[config.mk]
export PLATFORM = sky130hd
export DESIGN_NAME = multi_pattern_response_matcher_flat
export DESIGN_NICKNAME = d
export VERILOG_FILES = /design/src/hdl/mprm_pkg.sv /design/src/hdl/mprm_if.sv /design/src/hdl/mprm_slot.sv /design/src/hdl/multi_pattern_response_matcher.sv /design/src/flat_wrapper.sv
export VERILOG_INCLUDE_DIRS = /design/src /design/src/hdl
export SDC_FILE = /design/constraint.sdc
export NUM_CORES = 1
export LEC_CHECK = 0
export BUFFER_PORTS_ARGS = -buffer_cell sky130_fd_sc_hd__buf_2
export CAP_MARGIN = 0
export CORE_ASPECT_RATIO = 0.8
export CORE_UTILIZATION = 38
export DETAILED_ROUTE_END_ITERATION = 16
export HOLD_SLACK_MARGIN = 0.08
export SYNTH_ARGS = -nofsm -noshare
export SYNTH_HDL_FRONTEND = slang
export SYNTH_SLANG_ARGS = --single-unit
[constraint.sdc]
create_clock -name clock -period 19.5 [get_ports clock]
set_clock_uncertainty 0.1 [all_clocks]
set_input_delay 1.95 -clock clock [delete_from_list [all_inputs] [get_ports clock]]
set_output_delay 1.95 -clock clock [all_outputs]
set_load 0.02 [all_outputs]
[src/hdl/multi_pattern_response_matcher_defines.svh]
// ----------------------------------------------------------------------------
// multi_pattern_response_matcher_defines
// assertion macros shared by the matcher rtl
// ----------------------------------------------------------------------------
`ifndef MULTI_PATTERN_RESPONSE_MATCHER_DEFINES_SVH
`define MULTI_PATTERN_RESPONSE_MATCHER_DEFINES_SVH

// same-cycle implication
`define MPRM_ASSERT_NOW(label, clk, rst, ante, cons) \
   label: assert property (@(posedge clk) disable iff (rst) (ante) |-> (cons)) \
      else $error("matcher assertion failed");

// next-cycle implication
`define MPRM_ASSERT_NEXT(label, clk, rst, ante, cons) \
   label: assert property (@(posedge clk) disable iff (rst) (ante) |=> (cons)) \
      else $error("matcher assertion failed");

`endif

[src/hdl/mprm_pkg.sv]
// ----------------------------------------------------------------------------
// mprm_pkg
// types and constants of the multi-pattern response matcher
// ----------------------------------------------------------------------------
package mprm_pkg;

   localparam int REG_SLOTS   = 3;
   localparam int POS_W       = 5;
   localparam int LEN_W       = 5;
   localparam int PAT_BYTES   = 16;
   localparam int CSR_INDEX_W = 3;
   localparam int CSR_DATA_W  = 64;
   localparam int LENGTHS_W   = REG_SLOTS * LEN_W;

   localparam logic [7:0] NEWLINE_CHAR = 8'h0A;

   // register map: pattern words first, then the packed lengths
   localparam logic [CSR_INDEX_W-1:0] CSR_LENGTHS = 3'd6;

   typedef enum logic [1:0] {
      OP_BYTE    = 2'd0,
      OP_ARM     = 2'd1,
      OP_DISARM  = 2'd2
   } op_type;

   typedef enum logic [1:0] {
      KIND_MATCH   = 2'd0,
      KIND_TEXT    = 2'd1,
      KIND_NEWLINE = 2'd2
   } kind_type;

   typedef logic [PAT_BYTES-1:0][7:0] pattern_type;

   typedef struct packed {
      logic [POS_W-1:0] pos;
      logic             hit;
   } slot_result_type;

endpackage

[src/hdl/mprm_if.sv]
// ----------------------------------------------------------------------------
// mprm_if
// valid/ready channels of the matcher: byte requests, results, register writes
// ----------------------------------------------------------------------------
interface mprm_req_if;
   logic       valid;
   logic       ready;
   logic [1:0] opcode;
   logic [7:0] rx_byte;
   logic       chunk_end;

   modport source (output valid, opcode, rx_byte, chunk_end, input ready);
   modport sink   (input valid, opcode, rx_byte, chunk_end, output ready);
endinterface

interface mprm_rsp_if;
   logic       valid;
   logic       ready;
   logic [1:0] kind;
   logic [1:0] match_index;
   logic [7:0] captured_byte;
   logic       capture_last;

   modport source (output valid, kind, match_index, captured_byte, capture_last,
                   input ready);
   modport sink   (input valid, kind, match_index, captured_byte, capture_last,
                   output ready);
endinterface

interface mprm_csr_if;
   logic                                valid;
   logic                                ready;
   logic [mprm_pkg::CSR_INDEX_W-1:0]    index;
   logic [mprm_pkg::CSR_DATA_W-1:0]     data;

   modport source (output valid, index, data, input ready);
   modport sink   (input valid, index, data, output ready);
endinterface

[src/hdl/mprm_slot.sv]
// ----------------------------------------------------------------------------
// mprm_slot
// one string comparator: next match position and completion for a byte
// ----------------------------------------------------------------------------
module mprm_slot #(
   parameter int MAX_PATTERN_LEN = 16
) (
   input  mprm_pkg::pattern_type          pattern,
   input  logic [mprm_pkg::LEN_W-1:0]     length,
   input  logic [mprm_pkg::POS_W-1:0]     pos,
   input  logic [7:0]                     rx_byte,
   output mprm_pkg::slot_result_type      result
);

   localparam logic [mprm_pkg::LEN_W-1:0] LEN_MAX = mprm_pkg::LEN_W'(MAX_PATTERN_LEN);

   logic [mprm_pkg::LEN_W-1:0] len_sat;
   logic [mprm_pkg::POS_W-1:0] pos_inc;
   logic                       byte_eq;
   logic                       advance;

   assign len_sat = (length > LEN_MAX) ? LEN_MAX : length;
   // string bytes past the stored sixteen read as zero
   assign byte_eq = pos[4] ? (rx_byte == 8'h00) : (rx_byte == pattern[pos[3:0]]);
   assign advance = (pos < len_sat) && byte_eq;
   assign pos_inc = pos + 1'b1;

   always_comb begin
      result.pos = '0;
      result.hit = 1'b0;
      if (len_sat != '0 && advance) begin
         if (pos_inc == len_sat) begin
            result.hit = 1'b1;
         end else begin
            result.pos = pos_inc;
         end
      end
   end

endmodule

[src/hdl/multi_pattern_response_matcher.sv]
// ----------------------------------------------------------------------------
// multi_pattern_response_matcher
// watches a received byte stream for configured response strings
// ----------------------------------------------------------------------------
// Takes one request per clock and gives at most one result per request,
// in the cycle after the transfer. All string comparators look at the byte
// in the same cycle, so the rate is one byte per cycle; it is limited only
// by the single result register, and req ready stays high as long as that
// register is empty or is being taken in the same cycle. A request that
// makes no result is still accepted. Registers are written through the csr
// channel, which is always ready; write them only while no request is open.
// ----------------------------------------------------------------------------
`include "multi_pattern_response_matcher_defines.svh"

module multi_pattern_response_matcher #(
   parameter int NUM_PATTERNS    = 3,
   parameter int MAX_PATTERN_LEN = 16
) (
   input  logic       clock,
   input  logic       reset,
   mprm_req_if.sink   req_chan,
   mprm_rsp_if.source rsp_chan,
   mprm_csr_if.sink   csr_chan
);

   localparam int ACT_SLOTS = (NUM_PATTERNS < mprm_pkg::REG_SLOTS) ?
                              NUM_PATTERNS : mprm_pkg::REG_SLOTS;
   localparam int POS_W = mprm_pkg::POS_W;
   localparam int LEN_W = mprm_pkg::LEN_W;

   logic [mprm_pkg::CSR_DATA_W-1:0] pat_lo_ff [ACT_SLOTS];
   logic [mprm_pkg::CSR_DATA_W-1:0] pat_hi_ff [ACT_SLOTS];
   logic [mprm_pkg::LENGTHS_W-1:0]  lengths_ff;

   logic [POS_W-1:0] pos_ff [ACT_SLOTS];
   logic [POS_W-1:0] pos_in [ACT_SLOTS];
   logic             armed_ff, armed_in;
   logic             capturing_ff, capturing_in;

   logic               rsp_valid_ff, rsp_valid_in;
   mprm_pkg::kind_type kind_ff, kind_in;
   logic [1:0]         index_ff, index_in;
   logic [7:0]         byte_ff, byte_in;
   logic               last_ff, last_in;

   mprm_pkg::slot_result_type slot_res [ACT_SLOTS];

   logic       req_fire;
   logic       csr_fire;
   logic       produce;
   logic       hit_any;
   logic [1:0] hit_idx;
   logic       rsp_stall;
   logic       arm_fire;
   logic       arm_settled;

   assign req_chan.ready = !rsp_valid_ff || rsp_chan.ready;
   assign req_fire       = req_chan.valid && req_chan.ready;
   assign csr_chan.ready = 1'b1;
   assign csr_fire       = csr_chan.valid;

   // ---------------------------------------------------------------- config
   genvar gs;
   generate
      for (gs = 0; gs < ACT_SLOTS; gs++) begin : g_slot
         always_ff @(posedge clock) begin
            if (reset) begin
               pat_lo_ff[gs] <= '0;
               pat_hi_ff[gs] <= '0;
            end else if (csr_fire && csr_chan.index < mprm_pkg::CSR_LENGTHS &&
                         csr_chan.index[2:1] == 2'(gs)) begin
               if (csr_chan.index[0]) begin
                  pat_hi_ff[gs] <= csr_chan.data;
               end else begin
                  pat_lo_ff[gs] <= csr_chan.data;
               end
            end
         end

         mprm_slot #(
            .MAX_PATTERN_LEN (MAX_PATTERN_LEN)
         ) u_slot (
            .pattern (mprm_pkg::pattern_type'({pat_hi_ff[gs], pat_lo_ff[gs]})),
            .length  (lengths_ff[gs*LEN_W +: LEN_W]),
            .pos     (pos_ff[gs]),
            .rx_byte (req_chan.rx_byte),
            .result  (slot_res[gs])
         );
      end
   endgenerate

   always_ff @(posedge clock) begin
      if (reset) begin
         lengths_ff <= '0;
      end else if (csr_fire && csr_chan.index == mprm_pkg::CSR_LENGTHS) begin
         lengths_ff <= csr_chan.data[mprm_pkg::LENGTHS_W-1:0];
      end
   end

   // ---------------------------------------------------------------- datapath
   always_comb begin
      hit_any = 1'b0;
      hit_idx = '0;
      // lowest index wins a tie
      for (int s = 0; s < ACT_SLOTS; s++) begin
         if (slot_res[s].hit && !hit_any) begin
            hit_any = 1'b1;
            hit_idx = 2'(s);
         end
      end
   end

   always_comb begin
      armed_in     = armed_ff;
      capturing_in = capturing_ff;
      pos_in       = pos_ff;
      produce      = 1'b0;
      kind_in      = mprm_pkg::KIND_MATCH;
      index_in     = '0;
      byte_in      = '0;
      last_in      = 1'b0;
      if (req_fire) begin
         unique case (req_chan.opcode)
            mprm_pkg::OP_ARM: begin
               for (int s = 0; s < ACT_SLOTS; s++) pos_in[s] = '0;
               armed_in     = 1'b1;
               capturing_in = 1'b0;
            end
            mprm_pkg::OP_DISARM: begin
               armed_in     = 1'b0;
               capturing_in = 1'b0;
            end
            mprm_pkg::OP_BYTE: begin
               if (capturing_ff) begin
                  produce = 1'b1;
                  last_in = 1'b1;
                  if (req_chan.rx_byte == mprm_pkg::NEWLINE_CHAR) begin
                     capturing_in = 1'b0;
                     kind_in      = mprm_pkg::KIND_NEWLINE;
                  end else begin
                     capturing_in = !req_chan.chunk_end;
                     kind_in      = mprm_pkg::KIND_TEXT;
                     byte_in      = req_chan.rx_byte;
                     last_in      = req_chan.chunk_end;
                  end
               end else if (armed_ff) begin
                  for (int s = 0; s < ACT_SLOTS; s++) pos_in[s] = slot_res[s].pos;
                  if (hit_any) begin
                     for (int s = 0; s < ACT_SLOTS; s++) pos_in[s] = '0;
                     armed_in     = 1'b0;
                     capturing_in = !req_chan.chunk_end;
                     produce      = 1'b1;
                     index_in     = hit_idx;
                     last_in      = req_chan.chunk_end;
                  end
               end
            end
            default: begin
            end
         endcase
      end
   end

   assign rsp_valid_in = req_fire ? produce : (rsp_valid_ff && !rsp_chan.ready);

   always_ff @(posedge clock) begin
      if (reset) begin
         armed_ff     <= 1'b0;
         capturing_ff <= 1'b0;
         rsp_valid_ff <= 1'b0;
         for (int s = 0; s < ACT_SLOTS; s++) pos_ff[s] <= '0;
      end else begin
         armed_ff     <= armed_in;
         capturing_ff <= capturing_in;
         rsp_valid_ff <= rsp_valid_in;
         pos_ff       <= pos_in;
      end
   end

   always_ff @(posedge clock) begin
      if (req_fire && produce) begin
         kind_ff  <= kind_in;
         index_ff <= index_in;
         byte_ff  <= byte_in;
         last_ff  <= last_in;
      end
   end

   assign rsp_chan.valid         = rsp_valid_ff;
   assign rsp_chan.kind          = kind_ff;
   assign rsp_chan.match_index   = index_ff;
   assign rsp_chan.captured_byte = byte_ff;
   assign rsp_chan.capture_last  = last_ff;

   // ---------------------------------------------------------------- checks
   assign rsp_stall   = rsp_valid_ff && !rsp_chan.ready;
   assign arm_fire    = req_fire && req_chan.opcode == mprm_pkg::OP_ARM;
   assign arm_settled = armed_ff && !capturing_ff && !rsp_valid_ff;

   `MPRM_ASSERT_NOW(a_capture_not_armed, clock, reset, capturing_ff, !armed_ff)
   `MPRM_ASSERT_NOW(a_stall_blocks_req, clock, reset, rsp_stall, !req_chan.ready)
   `MPRM_ASSERT_NEXT(a_arm_starts_match, clock, reset, arm_fire, arm_settled)

endmodule
[src/flat_wrapper.sv]
// flat-port wrapper written by rule: the top's interface ports become plain ports
module multi_pattern_response_matcher_flat 
#(
   parameter int NUM_PATTERNS    = 3,
   parameter int MAX_PATTERN_LEN = 16
)
  (clock, reset, req_chan_valid, req_chan_opcode, req_chan_rx_byte, req_chan_chunk_end, req_chan_ready, rsp_chan_valid, rsp_chan_kind, rsp_chan_match_index, rsp_chan_captured_byte, rsp_chan_capture_last, rsp_chan_ready, csr_chan_valid, csr_chan_index, csr_chan_data, csr_chan_ready);
  mprm_req_if req_chan_i ();
  mprm_rsp_if rsp_chan_i ();
  mprm_csr_if csr_chan_i ();
  input  logic clock;
  input  logic reset;
  input wire logic [$bits(req_chan_i.valid)-1:0] req_chan_valid;
  input wire logic [$bits(req_chan_i.opcode)-1:0] req_chan_opcode;
  input wire logic [$bits(req_chan_i.rx_byte)-1:0] req_chan_rx_byte;
  input wire logic [$bits(req_chan_i.chunk_end)-1:0] req_chan_chunk_end;
  output wire logic [$bits(req_chan_i.ready)-1:0] req_chan_ready;
  output wire logic [$bits(rsp_chan_i.valid)-1:0] rsp_chan_valid;
  output wire logic [$bits(rsp_chan_i.kind)-1:0] rsp_chan_kind;
  output wire logic [$bits(rsp_chan_i.match_index)-1:0] rsp_chan_match_index;
  output wire logic [$bits(rsp_chan_i.captured_byte)-1:0] rsp_chan_captured_byte;
  output wire logic [$bits(rsp_chan_i.capture_last)-1:0] rsp_chan_capture_last;
  input wire logic [$bits(rsp_chan_i.ready)-1:0] rsp_chan_ready;
  input wire logic [$bits(csr_chan_i.valid)-1:0] csr_chan_valid;
  input wire logic [$bits(csr_chan_i.index)-1:0] csr_chan_index;
  input wire logic [$bits(csr_chan_i.data)-1:0] csr_chan_data;
  output wire logic [$bits(csr_chan_i.ready)-1:0] csr_chan_ready;
  assign req_chan_i.valid = req_chan_valid;
  assign req_chan_i.opcode = req_chan_opcode;
  assign req_chan_i.rx_byte = req_chan_rx_byte;
  assign req_chan_i.chunk_end = req_chan_chunk_end;
  assign req_chan_ready = req_chan_i.ready;
  assign rsp_chan_valid = rsp_chan_i.valid;
  assign rsp_chan_kind = rsp_chan_i.kind;
  assign rsp_chan_match_index = rsp_chan_i.match_index;
  assign rsp_chan_captured_byte = rsp_chan_i.captured_byte;
  assign rsp_chan_capture_last = rsp_chan_i.capture_last;
  assign rsp_chan_i.ready = rsp_chan_ready;
  assign csr_chan_i.valid = csr_chan_valid;
  assign csr_chan_i.index = csr_chan_index;
  assign csr_chan_i.data = csr_chan_data;
  assign csr_chan_ready = csr_chan_i.ready;
  multi_pattern_response_matcher #(.NUM_PATTERNS(NUM_PATTERNS), .MAX_PATTERN_LEN(MAX_PATTERN_LEN)) u_core (.clock(clock), .reset(reset), .req_chan(req_chan_i), .rsp_chan(rsp_chan_i), .csr_chan(csr_chan_i));
endmodule
==> results.toml <==
[hold_path]
holdPathStages = 2
hold_class = "register to register"
holdPathEnd = "u_core.lengths_ff[0]$_SDFFE_PP0P_"
min-delay-start = "u_core.lengths_ff[0]$_SDFFE_PP0P_"

[yosys]
synth_compound_area_frac = 0.0542
yosysSeqAreaShare = 0.593
ys_warn_count = 0
synth.largest_area_cell = "edfxtp_1"
synthMuxAreaShare = 0.117
synth_xor_area_frac = 0.0172
syn-cell-area_um2 = 21200
syn_area_per_cell_um2 = 13.2
synth_top_area_share = 0.562
ys_seq_elements = 430
synth_top_family_by_area = "simple AND/OR/NAND/NOR gates"
yosys.area_share.simple = 0.181
synthCells = 1603
ys_types = 83
synthAdderAreaFrac = 0.0106
ys_dominant_reg_cell = "edfxtp_1"
synth_edf_count = 397
synth_nets = 1704
async_reset_ff_frac = 0
yosys-top-cells-area = "edfxtp_1 (56%), and2_1 (12%), mux4_2 (6.7%), mux2i_1 (4.4%), dfxtp_1 (3.1%)"

[grt]
antenna_found_initial = 10
met3_usage = 0.0381
grt_use_met1 = 0.338
top_usage_layer = "met2"
grt_first_pass_wirelength_um = 92400
grtUsageTotal = 0.228
grt_pass1_vias = 13000
grt_max_degree = 65
grt_overflow = 0
grt_use_met2 = 0.348

[placed_design]
io_buffers = 97
gp_congestion = 0.955
dpl.hpwl_um = 43100

[sta]
relSlewSlack = 0.262
final_hold_viol_count = 0
setup_viol = 0
maxSlewViolCount = 0
rsz0062_at_grt = "false"
max_slew.worst_pin.slew_ns = 1.11
min_period_over_period = 0.264
whs_ns = 0.377
setup_tns_ns = 0
min_period_ns = 5.15
fmax_mhz = 194

[layout]
syn2layout_area_growth_pct = 12.4
drive_gt1_frac = 0.166
fillers = 5065
num-nets-final = 1767

[critical_path]
path_max_fanout = 23
crit_required_ns = 19.60
slowest_stage = "o21ai_1"
r2r-end = "u_core.rsp_chan.captured_byte[6]$_SDFFCE_PP0P_"
slowest_delay_ns = 0.85
path_cells = "buf_4 -> buf_4 -> mux4_2 -> a22o_1 -> a221oi_1 -> mux2i_1 -> nand2_1 -> o31a_1 -> o21ai_2 -> a21oi_2 -> o21ai_1"
timing.rr.start = "u_core.pos_ff[5]$_SDFFE_PP0P_"
cp_common_cell = "buf_4"
cp_top_family = "compound AO/OA/AOI/OAI gates"
crit_buf_inv = 2
crit_type = "register to register"
reg2reg_depth = 11
cp-start-kind = "register"
worstPathArrival_ns = 5.25
rrSetupSlack_ns = 14.35
crit_path_end_kind = "register"

[die]
dieWidth_um = 266
io_pins = 99
die_h_um = 213
core_area_um2 = 55200
die_area_um2 = 56800
rows = 77
start_util = 0.384

[clock_network]
clock-sinks = 430
cts_inserted_buffers = 45
h-tree-depth = 2
cts_tree = "yes"
clockBufferDepth = 3
insertion_delay_ns = 0.60
root_buffer = "clkbuf_16"
ctsResizeCount = 0
postCtsSetupRepairBufs = 0
postCtsHoldBufs = 0
clk_pin_slew_ns = 0.06

[drt]
first_pass_iters = 5
drc = 0
first_iter_violations = 1748
wl_per_cell_um = 26.3
wirelength_um = 64400
vias_per_cell = 5.56
drt.antenna.violating_nets = 0
vias = 13600

[run]
cap_violations = 0

[outcome]
status = "finished clean"

[power_and_ir_drop]
powerDensity_nw_per_um2 = 87.0
leakage_nw = 8.11
worst_ir_drop_vdd_mv = 0.0599
-- sequential cells by signal, summed over array words and instances (netlist names) --
name and count:
u_core.rsp_chan.capture_last 1, u_core.pat_lo_ff 192, u_core.lengths_ff 15, u_core.rsp_chan.captured_byte 8, u_core.rsp_chan.kind 2, u_core.capturing_ff 1
u_core.rsp_chan.match_index 2, u_core.pat_hi_ff 192, u_core.armed_ff 1, u_core.pos_ff 15, u_core.rsp_chan.valid 1
-- worst register-to-register path: stages, from the launching register on --
cell and delay, ns:
dfxtp_2 0.31, buf_4 0.40, buf_4 0.59, mux4_2 0.60, a22o_1 0.20, a221oi_1 0.80
mux2i_1 0.34, nand2_1 0.08, o31a_1 0.30, o21ai_2 0.12, a21oi_2 0.10, o21ai_1 0.85
-- worst max path at each step --
| stage | start | endpoint | slack (ns) | cells after the start |
|---|---|---|---|---|
| floorplan | csr_chan_index[0] | u_core.pat_lo_ff[1][0]$_SDFFCE_PN0P_ | 11.92 | 2 |
| global placement | req_chan_rx_byte[6] | u_core.rsp_chan.captured_byte[0]$_SDFFCE_PP0P_ | 14.10 | 10 |
| detailed placement | req_chan_rx_byte[6] | u_core.rsp_chan.captured_byte[0]$_SDFFCE_PP0P_ | 14.03 | 10 |
| CTS | u_core.pos_ff[0]$_SDFFE_PP0P_ | u_core.rsp_chan.captured_byte[3]$_SDFFCE_PP0P_ | 14.37 | 10 |
| global route | u_core.pos_ff[0]$_SDFFE_PP0P_ | u_core.rsp_chan.captured_byte[3]$_SDFFCE_PP0P_ | 14.08 | 10 |
| finish | u_core.pos_ff[5]$_SDFFE_PP0P_ | u_core.rsp_chan.captured_byte[6]$_SDFFCE_PP0P_ | 14.35 | 11 |
-- cell families after synthesis --
group | Yosys count
adders and majority gates | 18
xor gates and xnor gates | 40
AOI/OAI and AO/OA | 161
other | 1
and+or+nand+nor | 668
muxes | 163
buffers and inverters | 122
DFF | 430
-- placed cells by master (no fill, tap or decap), types with 18 or more instances in the layout --
| cell type | instances |
|---|---|
| nand2_1 | 87 |
| inv_1 | 18 |
| mux2i_1 | 94 |
| a21oi_1 | 38 |
| clkbuf_16 | 46 |
| nor2b_1 | 21 |
| edfxtp_1 | 397 |
| nand3_1 | 22 |
| and2_1 | 392 |
| dfxtp_1 | 27 |
| nor3_1 | 20 |
| mux4_2 | 63 |
| ha_1 | 18 |
| nor2_1 | 41 |
| buf_4 | 20 |
| buf_2 | 97 |
| xnor2_1 | 34 |
-- cells in the mapped netlist (all sizes together), types with 7 or more instances --
cell type	instances
o22ai	12
dfxtp	33
nor2b	21
nand4	15
nand2	92
a21oi	39
clkbuf	64
xnor2	34
nand2b	14
nor3	21
o21ai	23
inv	20
mux2i	94
a22oi	13
buf	37
mux4	66
nand3	22
and2	393
ha	18
nor2	44
a31oi	7
edfxtp	397
-- metrics by stage --
stage | instances | utilization | area [um2] | setup slack, ns | total power [W]
3_3_place_gp | 2369 | 0.406 | 22400 | 14.10 | 0.00122
4_1_cts | 2450 | 0.432 | 23900 | 14.37 | 0.00209
2_1_floorplan | 1603 | - | 21200 | 11.92 | 0.00116
6_report | 2451 | 0.432 | 23900 | 14.35 | 0.00208
5_1_grt | 2451 | 0.432 | 23900 | 14.08 | 0.00214
3_5_place_dp | 2369 | 0.406 | 22400 | 14.03 | 0.00123
-- routing by layer --
layer	vias to the layer above	wire, um
li1	6023	-
met1	6957	29900
met4	6	1370
met3	83	4930
met2	570	28200
met5	-	41
-- final cells by class --
cell class	instances	area (um2)	share of cell area
antenna	1	2.50	0.000105
clock buffer	57	1220	0.0512
clock inverter	24	239	0.0100
inverter	21	78.8	0.00330
multi-input combinational	1051	8150	0.342
sequential	430	12600	0.528
tap	750	938	0.0393
timing repair buffer	117	636	0.0266
-- report_power, final --
part | switching [W] | total [W] | leakage (nW) | internal (W)
clock network | 0.000371 | 0.000869 | 0.719 | 0.000498
logic | 0.0000877 | 0.000129 | 3.32 | 0.0000416
registers | 0.0000156 | 0.00108 | 4.07 | 0.00106
total | 0.000475 | 0.00208 | 8.11 | 0.00160
(Power assumes the default switching activity.)
